`config.mk`:
```
export PLATFORM = sky130hd
export DESIGN_NAME = rvpa_queue
export DESIGN_NICKNAME = d
export VERILOG_FILES = /design/src/sv/rvpa_pkg.sv /design/src/sv/rvpa_queue.sv
export SDC_FILE = /design/constraint.sdc
export NUM_CORES = 2
export LEC_CHECK = 0
export BUFFER_PORTS_ARGS = -buffer_cell sky130_fd_sc_hd__clkbuf_2
export CAP_MARGIN = 20
export CORE_ASPECT_RATIO = 1.25
export CORE_MARGIN = 5
export CORE_UTILIZATION = 45
export CTS_BUF_LIST = sky130_fd_sc_hd__clkbuf_16
export CTS_CLUSTER_DIAMETER = 50
export CTS_CLUSTER_SIZE = 28
export DETAILED_ROUTE_END_ITERATION = 10
export HOLD_SLACK_MARGIN = 0.12
export SYNTH_ARGS = -nofsm -noshare
export SYNTH_HDL_FRONTEND = slang
export SYNTH_SLANG_ARGS = --single-unit
```
`constraint.sdc`:
```
create_clock -name i_clk -period 6 [get_ports i_clk]
set_clock_uncertainty 0.15 [all_clocks]
set_input_delay 0 -clock i_clk [delete_from_list [all_inputs] [get_ports i_clk]]
set_output_delay 0 -clock i_clk [all_outputs]
set_load 0.01 [all_outputs]
```
`src/sv/rvpa_pkg.sv`:
```
// Package of shared constants, types and codes for the radial vignette pixel block.
package rvpa_pkg;

    localparam int TABLE_DEPTH = 4096;
    localparam int MAX_SIDE    = 4096;
    localparam int QUEUE_DEPTH = 32;

    localparam int COORD_W    = 12;
    localparam int PIX_W      = 8;
    localparam int IDX_W      = 12;
    localparam int WEIGHT_W   = 16;
    localparam int CFG_DATA_W = 13;
    localparam int CFG_IDX_W  = 3;

    localparam int SIDE_W   = $clog2(MAX_SIDE + 1);
    localparam int TABLE_AW = $clog2(TABLE_DEPTH);
    localparam int CLAMP_W  = (SIDE_W > CFG_DATA_W) ? SIDE_W : CFG_DATA_W;

    localparam int COORD_SPAN = 2 * ((1 << COORD_W) - 1);
    localparam int MAG_MAX    = (MAX_SIDE - 1 > COORD_SPAN) ? MAX_SIDE - 1 : COORD_SPAN;
    localparam int MAG_W      = $clog2(MAG_MAX + 1);
    localparam int DIFF_W     = MAG_W + 2;
    localparam int SQ_W       = 2 * MAG_W + 1;
    localparam int RT_W       = MAG_W + 1;
    localparam int RADICAND_W = 2 * RT_W;
    localparam int REM_W      = RT_W + 2;
    localparam int RAD_W      = RT_W - 1;
    localparam int EXT_A      = (RAD_W > IDX_W) ? RAD_W : IDX_W;
    localparam int EXT_W      = ((EXT_A > TABLE_AW) ? EXT_A : TABLE_AW) + 1;

    localparam int FRAC_W     = 14;
    localparam int WEIGHT_ONE = 16384;
    localparam int F2_W       = WEIGHT_W + 1;
    localparam int PROD_W     = PIX_W + F2_W;
    localparam int HI_W       = PROD_W - FRAC_W;
    localparam logic [PIX_W-1:0] PIX_MAX = 8'hff;

    localparam int CRED_W = $clog2(QUEUE_DEPTH + 1);
    localparam int QAW    = $clog2(QUEUE_DEPTH);
    localparam int QCNT_W = QAW + 1;

    typedef enum logic {
        CMD_LOAD  = 1'b0,
        CMD_PIXEL = 1'b1
    } t_cmd;

    typedef enum logic [CFG_IDX_W-1:0] {
        CFG_IMAGE_WIDTH  = 3'd0,
        CFG_IMAGE_HEIGHT = 3'd1,
        CFG_TINT_RED     = 3'd2,
        CFG_TINT_GREEN   = 3'd3,
        CFG_TINT_BLUE    = 3'd4
    } t_cfg_idx;

    typedef struct packed {
        t_cmd                       command;
        logic [COORD_W-1:0]         column;
        logic [COORD_W-1:0]         row;
        logic [PIX_W-1:0]           red_in;
        logic [PIX_W-1:0]           green_in;
        logic [PIX_W-1:0]           blue_in;
        logic [PIX_W-1:0]           alpha_in;
        logic [IDX_W-1:0]           entry_index;
        logic signed [WEIGHT_W-1:0] entry_weight;
    } t_in_item;

    typedef struct packed {
        logic [PIX_W-1:0] red_out;
        logic [PIX_W-1:0] green_out;
        logic [PIX_W-1:0] blue_out;
        logic [PIX_W-1:0] alpha_out;
    } t_out_item;

    typedef struct packed {
        logic [PIX_W-1:0] red;
        logic [PIX_W-1:0] green;
        logic [PIX_W-1:0] blue;
    } t_tint;

    typedef struct packed {
        logic                is_pixel;
        logic                wr_ok;
        logic [TABLE_AW-1:0] addr;
        logic [WEIGHT_W-1:0] weight;
        logic [PIX_W-1:0]    red;
        logic [PIX_W-1:0]    green;
        logic [PIX_W-1:0]    blue;
        logic [PIX_W-1:0]    alpha;
    } t_q_entry;

    typedef struct packed {
        logic     valid;
        t_q_entry entry;
    } t_push;

endpackage

```
`src/sv/rvpa_queue.sv`:
```
// Queue of classified beats between the front end and the back end.
module rvpa_queue (
    input  logic                i_clk,
    input  logic                i_rst_n,
    input  rvpa_pkg::t_push     i_push,
    input  logic                i_pop,
    output logic                o_empty,
    output rvpa_pkg::t_q_entry  o_head
);
    import rvpa_pkg::*;

    t_q_entry          r_mem [QUEUE_DEPTH];
    logic [QAW-1:0]    r_wr;
    logic [QAW-1:0]    r_rd;
    logic [QCNT_W-1:0] r_count;
    logic [QCNT_W-1:0] n_count;

    always_comb begin
        n_count = r_count;
        if (i_push.valid && !i_pop) begin
            n_count = r_count + QCNT_W'(1);
        end else if (!i_push.valid && i_pop) begin
            n_count = r_count - QCNT_W'(1);
        end
    end

    always_ff @(posedge i_clk) begin
        if (!i_rst_n) begin
            r_wr    <= '0;
            r_rd    <= '0;
            r_count <= '0;
        end else begin
            r_count <= n_count;
            if (i_push.valid) begin
                r_wr <= (r_wr == QAW'(QUEUE_DEPTH - 1)) ? '0 : r_wr + QAW'(1);
            end
            if (i_pop) begin
                r_rd <= (r_rd == QAW'(QUEUE_DEPTH - 1)) ? '0 : r_rd + QAW'(1);
            end
        end
    end

    always_ff @(posedge i_clk) begin
        if (i_push.valid) begin
            r_mem[r_wr] <= i_push.entry;
        end
    end

    assign o_empty = (r_count == '0);
    assign o_head  = r_mem[r_rd];

`ifndef SYNTH
    a_no_overflow: assert property (@(posedge i_clk) disable iff (!i_rst_n)
        i_push.valid |-> (r_count != QCNT_W'(QUEUE_DEPTH)) || i_pop)
        else $error("Queue overflow.");

    a_no_underflow: assert property (@(posedge i_clk) disable iff (!i_rst_n)
        i_pop |-> r_count != '0)
        else $error("Queue read while empty.");
`endif

endmodule

```
Yosys cells after proc, flatten, opt, wreduce, memory -nomap -nowiden --
Memories as Yosys holds them, arrays and structs flattened. A register that Yosys moved wholly into a read port is not among the register bits. Index checks and enable logic that the tools add are counted.
Storage, ports and cells: flip-flop bits (word level) 16, latch bits 0, bits in writable memories 1984, ROM bits 0, input bits 66, output and inout bits 63, logic and storage cells 24, memories 1
Cells by class: add/subtract/negate cells 4, $mul 0, divide/modulo/power cells 0, order comparisons 0, eq/ne operators 2, shift operators 0, mux-type cells 8, bitwise gates (word level) 0, reductions and logical operators 6
Memory list:
- r_mem | depth 32, width 62, rd ports 1, clocked after Yosys merged registers in 1, wr ports 1, line rvpa_queue.sv:12 | t_q_entry r_mem [QUEUE_DEPTH];
Operators by type and width (count):
- $mux 5 | 4
- $mux 6 | 2
- $add 5x1->5 const B | 2
- $eq 5x5->1 const B | 2
- $add 6x1->6 const B | 1
- $logic_not 6->1 | 1
- $sub 6x1->6 const B | 1
- $logic_and 1x1->1 | 2
- $logic_not 1->1 | 2
- $mux 1 | 2
- $reduce_bool 2->1 | 1

Longest topological paths before layout --
depth after elaboration 4, depth in mapped cells 9, mapped depth without buffers 8

Least setup slack after synthesis --
No wires, ideal clock.
path type flip-flop to flip-flop, from register r_wr[2], to memory r_mem[10][0] (netlist bit), enable pin, setup time 0.482 ns, data arrival time 3.587 ns, required time 5.368 ns, setup slack 1.781 ns, cell stages (with the launch flop) 4, buffers on the path 1, period minus slack after synthesis 4.219 ns, path through dfxtp_1 -> clkbuf_1 -> or3b_2 -> nor2_1
RTL lines:
- start: declaration | line rvpa_queue.sv:13 | logic [QAW-1:0] r_wr;
- start signal: assignment | line rvpa_queue.sv:35 | r_wr <= (r_wr == QAW'(QUEUE_DEPTH - 1)) ? '0 : r_wr + QAW'(1);
- end: declaration | line rvpa_queue.sv:12
Straight into the memory's write port.

==> qor.yml <==
grt:
  overflow: 0
  grtUsageMet1_pct: 29.3
  antenna_found_initial: 11
  grt_pass1_vias: 38400
  grt_max_degree: 147
  top_usage_layer: "met2"
  met2_usage_pct: 36.2
  grt_usage_pct: 21.4
  use_met3_pct: 3.71
  grt_pass1_wl_um: 278000
clock_tree:
  cts.sinks: 2005
  cts_setup_buffers: 0
  cts-root-buf: "clkbuf_16"
  cts_tree: "done"
  cts_buffers: 137
  clk_path_buf_depth: 3
  worstSkewPairLatency_ns: 0.81
  clk_pin_slew_ns: 0.08
  cts_max_level: 4
route:
  drtIter0Drc: 3928
  drt-wirelength-per-cell_um: 30.7
  dr.pass1.iters: 6
  vias: 38100
  final_antenna_net_count: 0
  totalWireLength_um: 195000
  vias_per_cell: 6.00
  post-route-drc-count: 0
cells_and_area:
  fin_util_pct: 50.8
  syn_to_final_growth_pct: 12.2
  final_cells: 6354
  drive_gt1_share_pct: 27.5
  fin_nets: 4090
  stdcell_area_um2: 86300
die:
  initial_core_util_pct: 45.3
  core_um2: 170000
  rows: 169
  fp.dieH_um: 472
  dieArea_um2: 179000
  ios: 129
  die_w_um: 380
yosys:
  netlist.area_leader.share_pct: 77.4
  post-synth-top-count-cell: "edfxtp_1"
  synth.area.top_cells: "edfxtp_1, mux4_2, mux2_2"
  ys.flop_type: "edfxtp_1"
  synth_top_area_cell: "edfxtp_1"
  yosysSeqAreaShare_pct: 78.0
  synth.distinct_cells: 46
  synthCells: 3797
  synth_seq_cells: 2005
  async_flop_share_pct: 0
  syn_area_um2: 76900
  synthTopCellsByCount: "edfxtp_1, mux2_2, mux4_2"
  syn_nets: 3876
  ys_warn_count: 0
  avgSynthCellArea_um2: 20.3
  synth_edf_count: 1984
sta:
  report.final.slew_viol_count: 0
  fin_ws_ns: 1.70
  max_freq_mhz: 232
  finalCritPeriodShare_pct: 71.7
  finalCriticalPeriod_ns: 4.30
  hold_violations: 0
  setup_tns_ns: 0
  max_slew.worst_pin.slew_ns: 1.09
  relSlewSlack_pct: 27.3
  rsz0062_at_grt: "no"
  setup_violations: 0
  worst_hold_slack_ns: 0.180
worst_setup_path:
  endpoint_kind: "primary output"
  cp_max_fo: 146
  start_kind: "register"
  required_ns: 5.85
  path_class: "reg -> out"
  reg2reg_depth: 4
  arrival_ns: 4.15
min_path:
  hold_depth: 2
  min-delay-path-class: "in -> reg"
power_and_ir_drop:
  power_mw: 26.9
  p_leak_nw: 26.4
  ir_drop_mv: 0.328
  pwr_density_cell_nw_per_um2: 311
flow_run:
  cap_violations: 0
placement:
  port_buffers: 128
  dpl.hpwl_um: 100000
  pre_cts_ws_ns: 2.49
  dpl-instance-area_um2: 80700
  dp_cells: 6022
  place_congestion: 0.730
status:
  status: "finished, final reports clean"
[repair_timing]
item                                    CTS  global route
endpoints found under the hold margin  2005             0
gates resized for setup                   0             0
hold buffers                             72             0
[worst paths after layout]
check | start | end | slack [ns]
setup / recovery | register | o_head[41] | 1.70
hold / removal | i_push[34] | r_mem[23][34] | 0.18
setup reg to reg | r_wr[1] | r_mem[11][35] | 2.62
hold reg to reg | r_count[2] | r_count[2] | 0.38
[layer usage]
metal / up-vias / part of all wire (%)
met4: 2 / 2.2
met5: - / 0.0067
li1: 16200 / -
met2: 1195 / 50
met3: 252 / 6.1
met1: 20500 / 42
[kinds of logic (layout without fill, tap and decap cells)]
family,count (synthesis),count (layout),synth area share (%)
muxes,626,626,12.8
AOI/OAI and AO/OA,519,519,4.63
other,0,5,0
and+or+nand+nor,401,401,3.03
adders and majority gates,13,13,0.221
xor gates and xnor gates,3,3,0.0342
DFF,2005,2005,78.0
buffers and inverters,230,559,1.31
[registers in the layout, summed over array words and instances (netlist names), named ones only]
register / count
r_wr: 5
r_mem: 1984
r_rd: 5
r_count: 6
[power breakdown]
group	switching, mW	internal, mW
sequential	0.0346	15.4
combinational	0.751	0.455
clock	5.14	5.03
total	5.93	20.9
[layout make-up]
| class | instances | area, µm² |
|---|---|---|
| clock buffers | 143 | 3580 |
| multi-input cells | 1562 | 16200 |
| clock inverters | 111 | 1260 |
| well taps | 2223 | 2780 |
| fillers | 13500 | 83500 |
| inverters | 6 | 22.5 |
| repair buffers | 299 | 2390 |
| flip-flops and latches | 2005 | 60000 |
| diodes | 5 | 12.5 |
[cell usage in the layout, fill, tap and decap left out, types with 12 or more instances in the layout]
cell           count
or4_1             63
ha_1              12
inv_8             13
a22o_1           124
a211oi_1         126
nor2b_1          131
buf_4             77
o22ai_1          125
mux2_2           372
buf_12            20
clkinv_8          13
inv_6             29
clkbuf_2         128
dfxtp_1           19
edfxtp_1        1984
nor2_4            35
nor3_1           125
dlygate4sd3_1     72
clkbuf_16        143
o21ai_0          130
mux4_2           248
clkinv_4          12
[worst max-delay path, stage by stage (launching register included)]
cell      delay (ns)
dfxtp_4         0.97
buf_12          0.57
mux2_2          0.41
o22ai_1         0.18
nor3_1          0.13
or4_1           0.69
clkbuf_2        0.20
Note: power is estimated with default switching activity, not from simulation.
