[config.mk]
export PLATFORM = sky130hd
export DESIGN_NAME = rvpa_front
export DESIGN_NICKNAME = d
export VERILOG_FILES = /design/src/sv/rvpa_pkg.sv /design/src/sv/rvpa_front.sv
export SDC_FILE = /design/constraint.sdc
export NUM_CORES = 2
export LEC_CHECK = 0
export ABC_CLOCK_PERIOD_IN_PS = 11200
export BUFFER_PORTS_ARGS = -buffer_cell sky130_fd_sc_hd__buf_2
export CORE_ASPECT_RATIO = 2
export CORE_MARGIN = 4
export CORE_UTILIZATION = 46
export DETAILED_ROUTE_END_ITERATION = 7
export PLACE_DENSITY = 0.71
export SLEW_MARGIN = 5
export SYNTH_ARGS = -nofsm -noshare
export SYNTH_HDL_FRONTEND = slang
export SYNTH_SLANG_ARGS = --single-unit
[constraint.sdc]
create_clock -name i_clk -period 11.2 [get_ports i_clk]
set_input_delay 1.12 -clock i_clk [delete_from_list [all_inputs] [get_ports i_clk]]
set_output_delay 1.12 -clock i_clk [all_outputs]
set_load 0.1 [all_outputs]
[src/sv/rvpa_pkg.sv]
// Package of shared constants, types and codes for the radial vignette pixel block.
package rvpa_pkg;

    localparam int TABLE_DEPTH = 4096;
    localparam int MAX_SIDE    = 4096;
    localparam int QUEUE_DEPTH = 32;

    localparam int COORD_W    = 12;
    localparam int PIX_W      = 8;
    localparam int IDX_W      = 12;
    localparam int WEIGHT_W   = 16;
    localparam int CFG_DATA_W = 13;
    localparam int CFG_IDX_W  = 3;

    localparam int SIDE_W   = $clog2(MAX_SIDE + 1);
    localparam int TABLE_AW = $clog2(TABLE_DEPTH);
    localparam int CLAMP_W  = (SIDE_W > CFG_DATA_W) ? SIDE_W : CFG_DATA_W;

    localparam int COORD_SPAN = 2 * ((1 << COORD_W) - 1);
    localparam int MAG_MAX    = (MAX_SIDE - 1 > COORD_SPAN) ? MAX_SIDE - 1 : COORD_SPAN;
    localparam int MAG_W      = $clog2(MAG_MAX + 1);
    localparam int DIFF_W     = MAG_W + 2;
    localparam int SQ_W       = 2 * MAG_W + 1;
    localparam int RT_W       = MAG_W + 1;
    localparam int RADICAND_W = 2 * RT_W;
    localparam int REM_W      = RT_W + 2;
    localparam int RAD_W      = RT_W - 1;
    localparam int EXT_A      = (RAD_W > IDX_W) ? RAD_W : IDX_W;
    localparam int EXT_W      = ((EXT_A > TABLE_AW) ? EXT_A : TABLE_AW) + 1;

    localparam int FRAC_W     = 14;
    localparam int WEIGHT_ONE = 16384;
    localparam int F2_W       = WEIGHT_W + 1;
    localparam int PROD_W     = PIX_W + F2_W;
    localparam int HI_W       = PROD_W - FRAC_W;
    localparam logic [PIX_W-1:0] PIX_MAX = 8'hff;

    localparam int CRED_W = $clog2(QUEUE_DEPTH + 1);
    localparam int QAW    = $clog2(QUEUE_DEPTH);
    localparam int QCNT_W = QAW + 1;

    typedef enum logic {
        CMD_LOAD  = 1'b0,
        CMD_PIXEL = 1'b1
    } t_cmd;

    typedef enum logic [CFG_IDX_W-1:0] {
        CFG_IMAGE_WIDTH  = 3'd0,
        CFG_IMAGE_HEIGHT = 3'd1,
        CFG_TINT_RED     = 3'd2,
        CFG_TINT_GREEN   = 3'd3,
        CFG_TINT_BLUE    = 3'd4
    } t_cfg_idx;

    typedef struct packed {
        t_cmd                       command;
        logic [COORD_W-1:0]         column;
        logic [COORD_W-1:0]         row;
        logic [PIX_W-1:0]           red_in;
        logic [PIX_W-1:0]           green_in;
        logic [PIX_W-1:0]           blue_in;
        logic [PIX_W-1:0]           alpha_in;
        logic [IDX_W-1:0]           entry_index;
        logic signed [WEIGHT_W-1:0] entry_weight;
    } t_in_item;

    typedef struct packed {
        logic [PIX_W-1:0] red_out;
        logic [PIX_W-1:0] green_out;
        logic [PIX_W-1:0] blue_out;
        logic [PIX_W-1:0] alpha_out;
    } t_out_item;

    typedef struct packed {
        logic [PIX_W-1:0] red;
        logic [PIX_W-1:0] green;
        logic [PIX_W-1:0] blue;
    } t_tint;

    typedef struct packed {
        logic                is_pixel;
        logic                wr_ok;
        logic [TABLE_AW-1:0] addr;
        logic [WEIGHT_W-1:0] weight;
        logic [PIX_W-1:0]    red;
        logic [PIX_W-1:0]    green;
        logic [PIX_W-1:0]    blue;
        logic [PIX_W-1:0]    alpha;
    } t_q_entry;

    typedef struct packed {
        logic     valid;
        t_q_entry entry;
    } t_push;

endpackage

[src/sv/rvpa_front.sv]
// Front end: accepts beats, computes the pixel radius with a pipelined square root.
module rvpa_front (
    input  logic                          i_clk,
    input  logic                          i_rst_n,
    input  logic                          i_valid,
    output logic                          o_ready,
    input  rvpa_pkg::t_in_item            i_item,
    input  logic [rvpa_pkg::SIDE_W-1:0]   i_width,
    input  logic [rvpa_pkg::SIDE_W-1:0]   i_height,
    input  logic                          i_pop,
    output rvpa_pkg::t_push               o_push
);
    import rvpa_pkg::*;

    logic                  accept;
    logic [CRED_W-1:0]     r_credit;
    logic [CRED_W-1:0]     n_credit;

    logic [DIFF_W-1:0]     dx;
    logic [DIFF_W-1:0]     dy;
    logic [DIFF_W-1:0]     dx_abs;
    logic [DIFF_W-1:0]     dy_abs;

    logic                  r_p1_valid;
    t_in_item              r_p1_item;
    logic [MAG_W-1:0]      r_p1_magx;
    logic [MAG_W-1:0]      r_p1_magy;

    logic                  r_p2_valid;
    t_in_item              r_p2_item;
    logic [2*MAG_W-1:0]    r_p2_sqx;
    logic [2*MAG_W-1:0]    r_p2_sqy;

    logic [RT_W:0]         r_sv;
    t_in_item              r_pl   [RT_W+1];
    logic [RADICAND_W-1:0] r_rad  [RT_W+1];
    logic [REM_W-1:0]      r_rem  [RT_W+1];
    logic [RT_W-1:0]       r_root [RT_W+1];
    logic [RADICAND_W-1:0] n_rad  [RT_W];
    logic [REM_W-1:0]      n_rem  [RT_W];
    logic [RT_W-1:0]       n_root [RT_W];

    logic [EXT_W-1:0]      rad_ext;
    logic [EXT_W-1:0]      idx_ext;
    logic [TABLE_AW-1:0]   rad_addr;
    t_in_item              last_item;

    assign o_ready = r_credit < CRED_W'(QUEUE_DEPTH);
    assign accept  = i_valid && o_ready;

    always_comb begin
        n_credit = r_credit;
        if (accept && !i_pop) begin
            n_credit = r_credit + CRED_W'(1);
        end else if (!accept && i_pop) begin
            n_credit = r_credit - CRED_W'(1);
        end
    end

    always_comb begin
        dx     = DIFF_W'(i_width) - DIFF_W'(1) - (DIFF_W'(i_item.column) << 1);
        dy     = DIFF_W'(i_height) - DIFF_W'(1) - (DIFF_W'(i_item.row) << 1);
        dx_abs = dx[DIFF_W-1] ? (~dx + DIFF_W'(1)) : dx;
        dy_abs = dy[DIFF_W-1] ? (~dy + DIFF_W'(1)) : dy;
    end

    always_comb begin
        logic [REM_W+1:0] nxt;
        logic [REM_W+1:0] trial;
        for (int k = 0; k < RT_W; k++) begin
            nxt       = {r_rem[k], r_rad[k][RADICAND_W-1 -: 2]};
            trial     = (REM_W+2)'({r_root[k], 2'b01});
            n_rad[k]  = r_rad[k] << 2;
            if (nxt >= trial) begin
                n_rem[k]  = REM_W'(nxt - trial);
                n_root[k] = {r_root[k][RT_W-2:0], 1'b1};
            end else begin
                n_rem[k]  = REM_W'(nxt);
                n_root[k] = {r_root[k][RT_W-2:0], 1'b0};
            end
        end
    end

    always_ff @(posedge i_clk) begin
        if (!i_rst_n) begin
            r_credit   <= '0;
            r_p1_valid <= 1'b0;
            r_p2_valid <= 1'b0;
            r_sv       <= '0;
        end else begin
            r_credit   <= n_credit;
            r_p1_valid <= accept;
            r_p2_valid <= r_p1_valid;
            r_sv       <= {r_sv[RT_W-1:0], r_p2_valid};
        end
    end

    always_ff @(posedge i_clk) begin
        r_p1_item <= i_item;
        r_p1_magx <= dx_abs[MAG_W-1:0];
        r_p1_magy <= dy_abs[MAG_W-1:0];
        r_p2_item <= r_p1_item;
        r_p2_sqx  <= r_p1_magx * r_p1_magx;
        r_p2_sqy  <= r_p1_magy * r_p1_magy;
        r_pl[0]   <= r_p2_item;
        r_rad[0]  <= RADICAND_W'(SQ_W'(r_p2_sqx) + SQ_W'(r_p2_sqy));
        r_rem[0]  <= '0;
        r_root[0] <= '0;
        for (int k = 0; k < RT_W; k++) begin
            r_pl[k+1]   <= r_pl[k];
            r_rad[k+1]  <= n_rad[k];
            r_rem[k+1]  <= n_rem[k];
            r_root[k+1] <= n_root[k];
        end
    end

    always_comb begin
        last_item = r_pl[RT_W];
        rad_ext   = EXT_W'(r_root[RT_W][RT_W-1:1]);
        idx_ext   = EXT_W'(last_item.entry_index);
        rad_addr  = (rad_ext >= EXT_W'(TABLE_DEPTH)) ? TABLE_AW'(TABLE_DEPTH - 1)
                                                      : rad_ext[TABLE_AW-1:0];
        o_push.valid          = r_sv[RT_W];
        o_push.entry.is_pixel = (last_item.command == CMD_PIXEL);
        o_push.entry.wr_ok    = idx_ext < EXT_W'(TABLE_DEPTH);
        o_push.entry.addr     = (last_item.command == CMD_PIXEL) ? rad_addr
                                                                 : idx_ext[TABLE_AW-1:0];
        o_push.entry.weight   = last_item.entry_weight;
        o_push.entry.red      = last_item.red_in;
        o_push.entry.green    = last_item.green_in;
        o_push.entry.blue     = last_item.blue_in;
        o_push.entry.alpha    = last_item.alpha_in;
    end

`ifndef SYNTH
    a_credit_bound: assert property (@(posedge i_clk) disable iff (!i_rst_n)
        r_credit <= CRED_W'(QUEUE_DEPTH))
        else $error("Credit count exceeds the queue depth.");

    a_credit_covers_pipe: assert property (@(posedge i_clk) disable iff (!i_rst_n)
        $countones({r_sv, r_p1_valid, r_p2_valid}) <= int'(r_credit))
        else $error("More beats in flight than credits taken.");

    a_fixed_latency: assert property (@(posedge i_clk) disable iff (!i_rst_n)
        accept |-> ##(RT_W + 3) o_push.valid)
        else $error("Accepted beat did not reach the queue on time.");
`endif

endmodule

# ---- Word level (Yosys, flattened, before mapping)
# Memories as Yosys holds them, arrays and structs flattened.
# Index checks and enable logic that the tools add are counted.
dict set report op_classes {
  add_sub_neg 23
  mul 2
  n_div 0
  magnitude_cmp 16
  n_eq_ne 0
  shift 0
  muxes 34
  bitwise_logic 2
  n_reduce_logical 6
}
# op count
set op_table {}
lappend op_table {{$ge A18 B16 Y1} 14}
lappend op_table {{$mux W16} 14}
lappend op_table {{$sub A16 B16 Y16} 14}
lappend op_table {{$mul A13 B13 Y26} 2}
lappend op_table {{$sub A14 B14 Y15} 2}
lappend op_table {{$sub A13 B1 Y14 const B} 2}
lappend op_table {{$add A26 B26 Y27} 1}
lappend op_table {{$add A13 B1 Y13 const B} 2}
lappend op_table {{$mux W13} 2}
lappend op_table {{$not A13 Y13} 2}
lappend op_table {{$mux W12} 2}
lappend op_table {{$mux W1} 14}
lappend op_table {{$ge A13 B13 Y1 const B} 1}
lappend op_table {{$mux W6} 2}
lappend op_table {{$add A6 B1 Y6 const B} 1}
lappend op_table {{$lt A6 B6 Y1 const B} 1}
lappend op_table {{$sub A6 B1 Y6 const B} 1}
lappend op_table {{$logic_and A1 B1 Y1} 3}
lappend op_table {{$logic_not A1 Y1} 2}
lappend op_table {{$reduce_bool A2 Y1} 1}
dict set report word_totals {
  regBits 271
  latchBits 0
  ram_bits 2145
  mem_bits_ro 0
  in_bits 115
  output_inout_bits 64
  elab_cells 113
  memories 4
}
# memory depth word_bits read_ports rd_clocked_by_memory_dff wr line
set memory_table {}
lappend memory_table {r_pl 15 85 15 0 15 rvpa_front.sv:35} ;# t_in_item r_pl [RT_W+1];
lappend memory_table {r_rad 15 28 14 0 15 rvpa_front.sv:36} ;# logic [RADICAND_W-1:0] r_rad [RT_W+1];
lappend memory_table {r_rem 15 16 14 0 15 rvpa_front.sv:37} ;# logic [REM_W-1:0] r_rem [RT_W+1];
lappend memory_table {r_root 15 14 15 0 15 rvpa_front.sv:38} ;# logic [RT_W-1:0] r_root [RT_W+1];

# ---- Longest topological paths before layout
dict set report logic_depth {
  ltp_word 6
  ltp_mapped 23
  depth_no_buf 22
}

# ---- Worst setup path after synthesis
# OpenSTA, ideal clock, no wires.
dict set report synth_path {
  path_kind {reg-to-reg}
  startpoint {register r_p1_magy[7]}
  endpoint {register r_p2_sqy[24]}
  setup_ns 0.062
  arrival_time_ns 5.223
  required_ns 11.138
  setup_slack_ns 5.915
  path_stages_with_launch 20
  path_buffers 1
  synth_period_minus_slack_ns 5.285
  cell_sequence {dfxtp_1 -> clkbuf_1 -> and2_1 -> fa_1 -> inv_1 -> fa_1 -> inv_1 -> fa_1 -> inv_1 -> fa_1 -> fa_1 -> inv_1 -> ha_1 -> o21a_1 -> a2111oi_0 -> nor3_1 -> o21ai_0 -> a21oi_1 -> or4_1 -> nand3_1}
}
dict set report synth_via {
  elab_chain_cells 1
}
# element line
set synth_lines {}
lappend synth_lines {{start, declared} rvpa_front.sv:27} ;# logic [MAG_W-1:0] r_p1_magy;
lappend synth_lines {{start signal, assigned} rvpa_front.sv:101} ;# r_p1_magy <= dy_abs[MAG_W-1:0];
lappend synth_lines {{$mul A13 B13 Y26} rvpa_front.sv:104} ;# r_p2_sqy <= r_p1_magy * r_p1_magy;
lappend synth_lines {{end signal, assigned} rvpa_front.sv:104}
lappend synth_lines {{end, declared} rvpa_front.sv:32} ;# logic [2*MAG_W-1:0] r_p2_sqy;
# No other way between the ends.
# A chain may end at the register's enable or synchronous reset.

# ---- Final worst setup path
dict set report layout_path {
  startpoint {register r_p1_magy[1]}
  endpoint {register r_p2_sqy[24]}
}
# The elaborated chain is that of the path after synthesis.

==> out/metrics.csv <==
stage,metric,value,unit
run_status,status,completed,
cts,tritoncts_num_sinks,1589,
worst_setup_path,crit_slowest_cell,a2111oi_0,
worst_setup_path,critical_path.max_stage_delay,720,ps
worst_setup_path,timing.critical_path.fanout_max,16,
yosys,synth_top_family_by_area,adder cells,
cts,worst_skew_pair.late_latency,750,ps
worst_setup_path,cp.buffers_inverters,4,
detailed_routing,dr.pass1.iters,5,
worst_setup_path,timing.critical_path.arrival,6620,ps
cells_and_area,drive_above_1_share,0.0968,
die,std_cell_rows,173,
cts,clk_transition_reported_paths,70,ps
yosys,syn_area_per_cell,12.0,sq um
yosys,ys_async_sr_fraction,0,
timing,setup_repair_after_global_routing_missed_its_margin,false,
timing,finalHoldViolations,0,
cts,cts_tree,built,
cts,post_cts.repair.setup_buffers,0,
detailed_routing,routed_length_per_instance,14.1,microns
placement,finalWeightedCongestion,0.883,
detailed_routing,post-route-drc-count,0,
yosys,synth_adder_area_share,0.148,
timing,clock-skew-final,95.8,ps
cells_and_area,layout_common_cells,"dfxtp_1 (1589), inv_1 (548), ha_1 (295)",
yosys,post_synth_num_cell_types,79,
worst_setup_path,timing.critical_path.to_type,register,
detailed_routing,total_wire_length_after_detailed_routing,85.5,mm
worst_setup_path,critical_path.cell_chain,"and2_1, fa_1, inv_1, fa_1, inv_1, fa_1, inv_1, fa_1, fa_1, inv_1, ha_1, o21a_1, a2111oi_0, nor3_1, o21ai_0, a21oi_1, or4_1, nand3_1",
cells_and_area,fillCellCount,9601,
yosys,post_synth_instance_area,51700,sq um
detailed_routing,via_count,27700,
die,die_x,245,microns
cells_and_area,final_common_cell,dfxtp_1,
detailed_routing,antenna_violating_nets_post_route,0,
cts,clock_path_buffers,3,
cells_and_area,design.final.nets,5091,
timing,finalSetupTns,0,ps
timing,timing.max_slew.rel_slack,0.249,
worst_setup_path,cp_data_required_time,11800,ps
worst_setup_path,startpoint_type,register,
yosys,synth_simple_gate_area_frac,0.0778,
timing,min_tclk_post_route,6020,ps
yosys,synth_compound_area_frac,0.0589,
hold_path,hp_class,register to register,
die,io-pin-count,179,
grt,grt_pass1_vias,29000,
yosys,yosysWarnings,0,
placement,dp_hpwl,64.2,mm
die,start_util,0.464,
yosys,synth_edf_count,0,
yosys,synth-main-ff-cell,dfxtp_1,
cts,cts.htree.levels,3,
yosys,syn_nets,4903,
grt,grt_first_pass_wirelength,139,mm
cts,num_cts_buffers,121,
die,design.core.area,111000,sq um
yosys,synth_seq_cells,1589,
timing,post-route-period-util,0.537,
detailed_routing,routed_via_density,4.56,
placement,post_dp_cell_area,53800,sq um
timing,final-max-slew-violation-count,0,
worst_setup_path,cp_common_cell,fa_1,
cts,cts_hold_buf,0,
detailed_routing,detailedRoute.firstIterationViolations,818,
die,design.die.area,118000,sq um
worst_setup_path,crit_type,register to register,
cells_and_area,areaGrowthSynthToFinish,12.6,%
timing,tightest_slew,1110,ps
flow_run,cap_viol_max_count,0,
cells_and_area,finish.instance_area,58200,sq um
grt,initial_antenna_violation_count,3,
cts,root_buffer,clkbuf_16,
grt,grt_max_degree,27,
placement,io_buffer_count,177,
cts,cts-resized-gates,0,
timing,timing.fmax,166,MHz
grt,residual_overflow_from_global_routing,0,
yosys,synthMuxAreaShare,0.00632,
yosys,synthCells,4295,
die,floorplan.die.height,482,microns
placement,place.detailed.instances,5847,
grt,grt_usage,0.146,
cells_and_area,finalCoreUtilization,0.522,
cells_and_area,post_layout_nonfiller_instances,6077,
yosys,post_synth_xor_area_fraction,0.0413,
worst_setup_path,top_family_by_delay_on_critical_path,adder cells,
timing,setup_violations,0,
yosys,synth_seq_area_share,0.615,
layer usage:
metal | GRT usage | vias to the layer above | part of all wire
li1 | - | 14000 | -
met1 | 0.128 | 13000 | 0.33
met2 | 0.301 | 470 | 0.58
met3 | 0.0261 | 233 | 0.036
met4 | 0.0834 | 4 | 0.057
met5 | 0 | - | 0.00027
cell type report:
class | instances | area (sq um) | area share
clock buffer | 162 | 3410 | 0.0586
tap | 1487 | 1860 | 0.0320
antenna | 1 | 2.50 | 0.0000430
sequential | 1589 | 31800 | 0.546
timing repair buffer | 178 | 893 | 0.0153
multi-input combinational | 2043 | 17200 | 0.296
clock inverter | 67 | 968 | 0.0166
inverter | 550 | 2070 | 0.0355
final timing paths:
check                from      endpoint  slack (ps)  cells past startpoint
max reg2reg  r_p1_magy[1]  r_p2_sqy[24]        5180                     18
min          r_rad[0][68]  r_rad[0][98]         260                      0
max          r_p1_magy[1]  r_p2_sqy[24]        5180                     18
min reg2reg  r_rad[0][68]  r_rad[0][98]         260                      0
cell usage after synthesis (all sizes together) (9+ instances only):
library cell	instances	area [sq um]
fa	198	3960
or4	11	82.6
nor2	181	682
nor3	58	295
nand2b	26	163
nand2	230	873
ha	295	3690
nand3	42	210
a21boi	16	120
clkbuf	50	188
or2	18	113
o21bai	14	105
mux2	21	236
and3	20	130
o22a	13	114
mux2i	9	90.1
dfxtp	1589	31800
o21a	45	338
and2	80	500
a21o	35	263
nand4	21	131
o31ai	20	150
or3	24	150
o21ai	102	510
nor4	24	163
xor2	93	815
a21oi	120	601
a31oi	12	75.1
nor2b	44	275
inv	549	2060
buf	63	447
xnor2	151	1320
a211oi	18	135
nand3b	9	67.6
registers in the layout, indices dropped and copies added, names as in the netlist:
name and flops:
r_credit 6, r_p1_item 61, r_p1_magx 13, r_p1_magy 13, r_p1_valid 1, r_p2_item 61
r_p2_sqx 24, r_p2_sqy 24, r_p2_valid 1, r_pl 915, r_rad 181, r_rem 170
r_root 104, r_sv 15
through the flow:
step / worst slack (ps) / hold slack (ps)
after floorplan: 5910 / 310
after global placement: 5180 / 309
after detailed placement: 5250 / 312
after CTS: 5140 / 255
after global routing: 4860 / 266
final: 5180 / 263
kinds of logic (layout without fill, tap and decap cells):
group | Yosys count | count (layout)
flops | 1589 | 1589
simple gates | 809 | 809
buf+inv | 663 | 957
fa+ha+maj | 493 | 493
compound gates | 465 | 465
xor+xnor | 244 | 244
mux | 30 | 30
other cells | 2 | 3
Power is not shown: default switching activity piles up to over one toggle a cycle in this logic, so the estimate is an artifact.
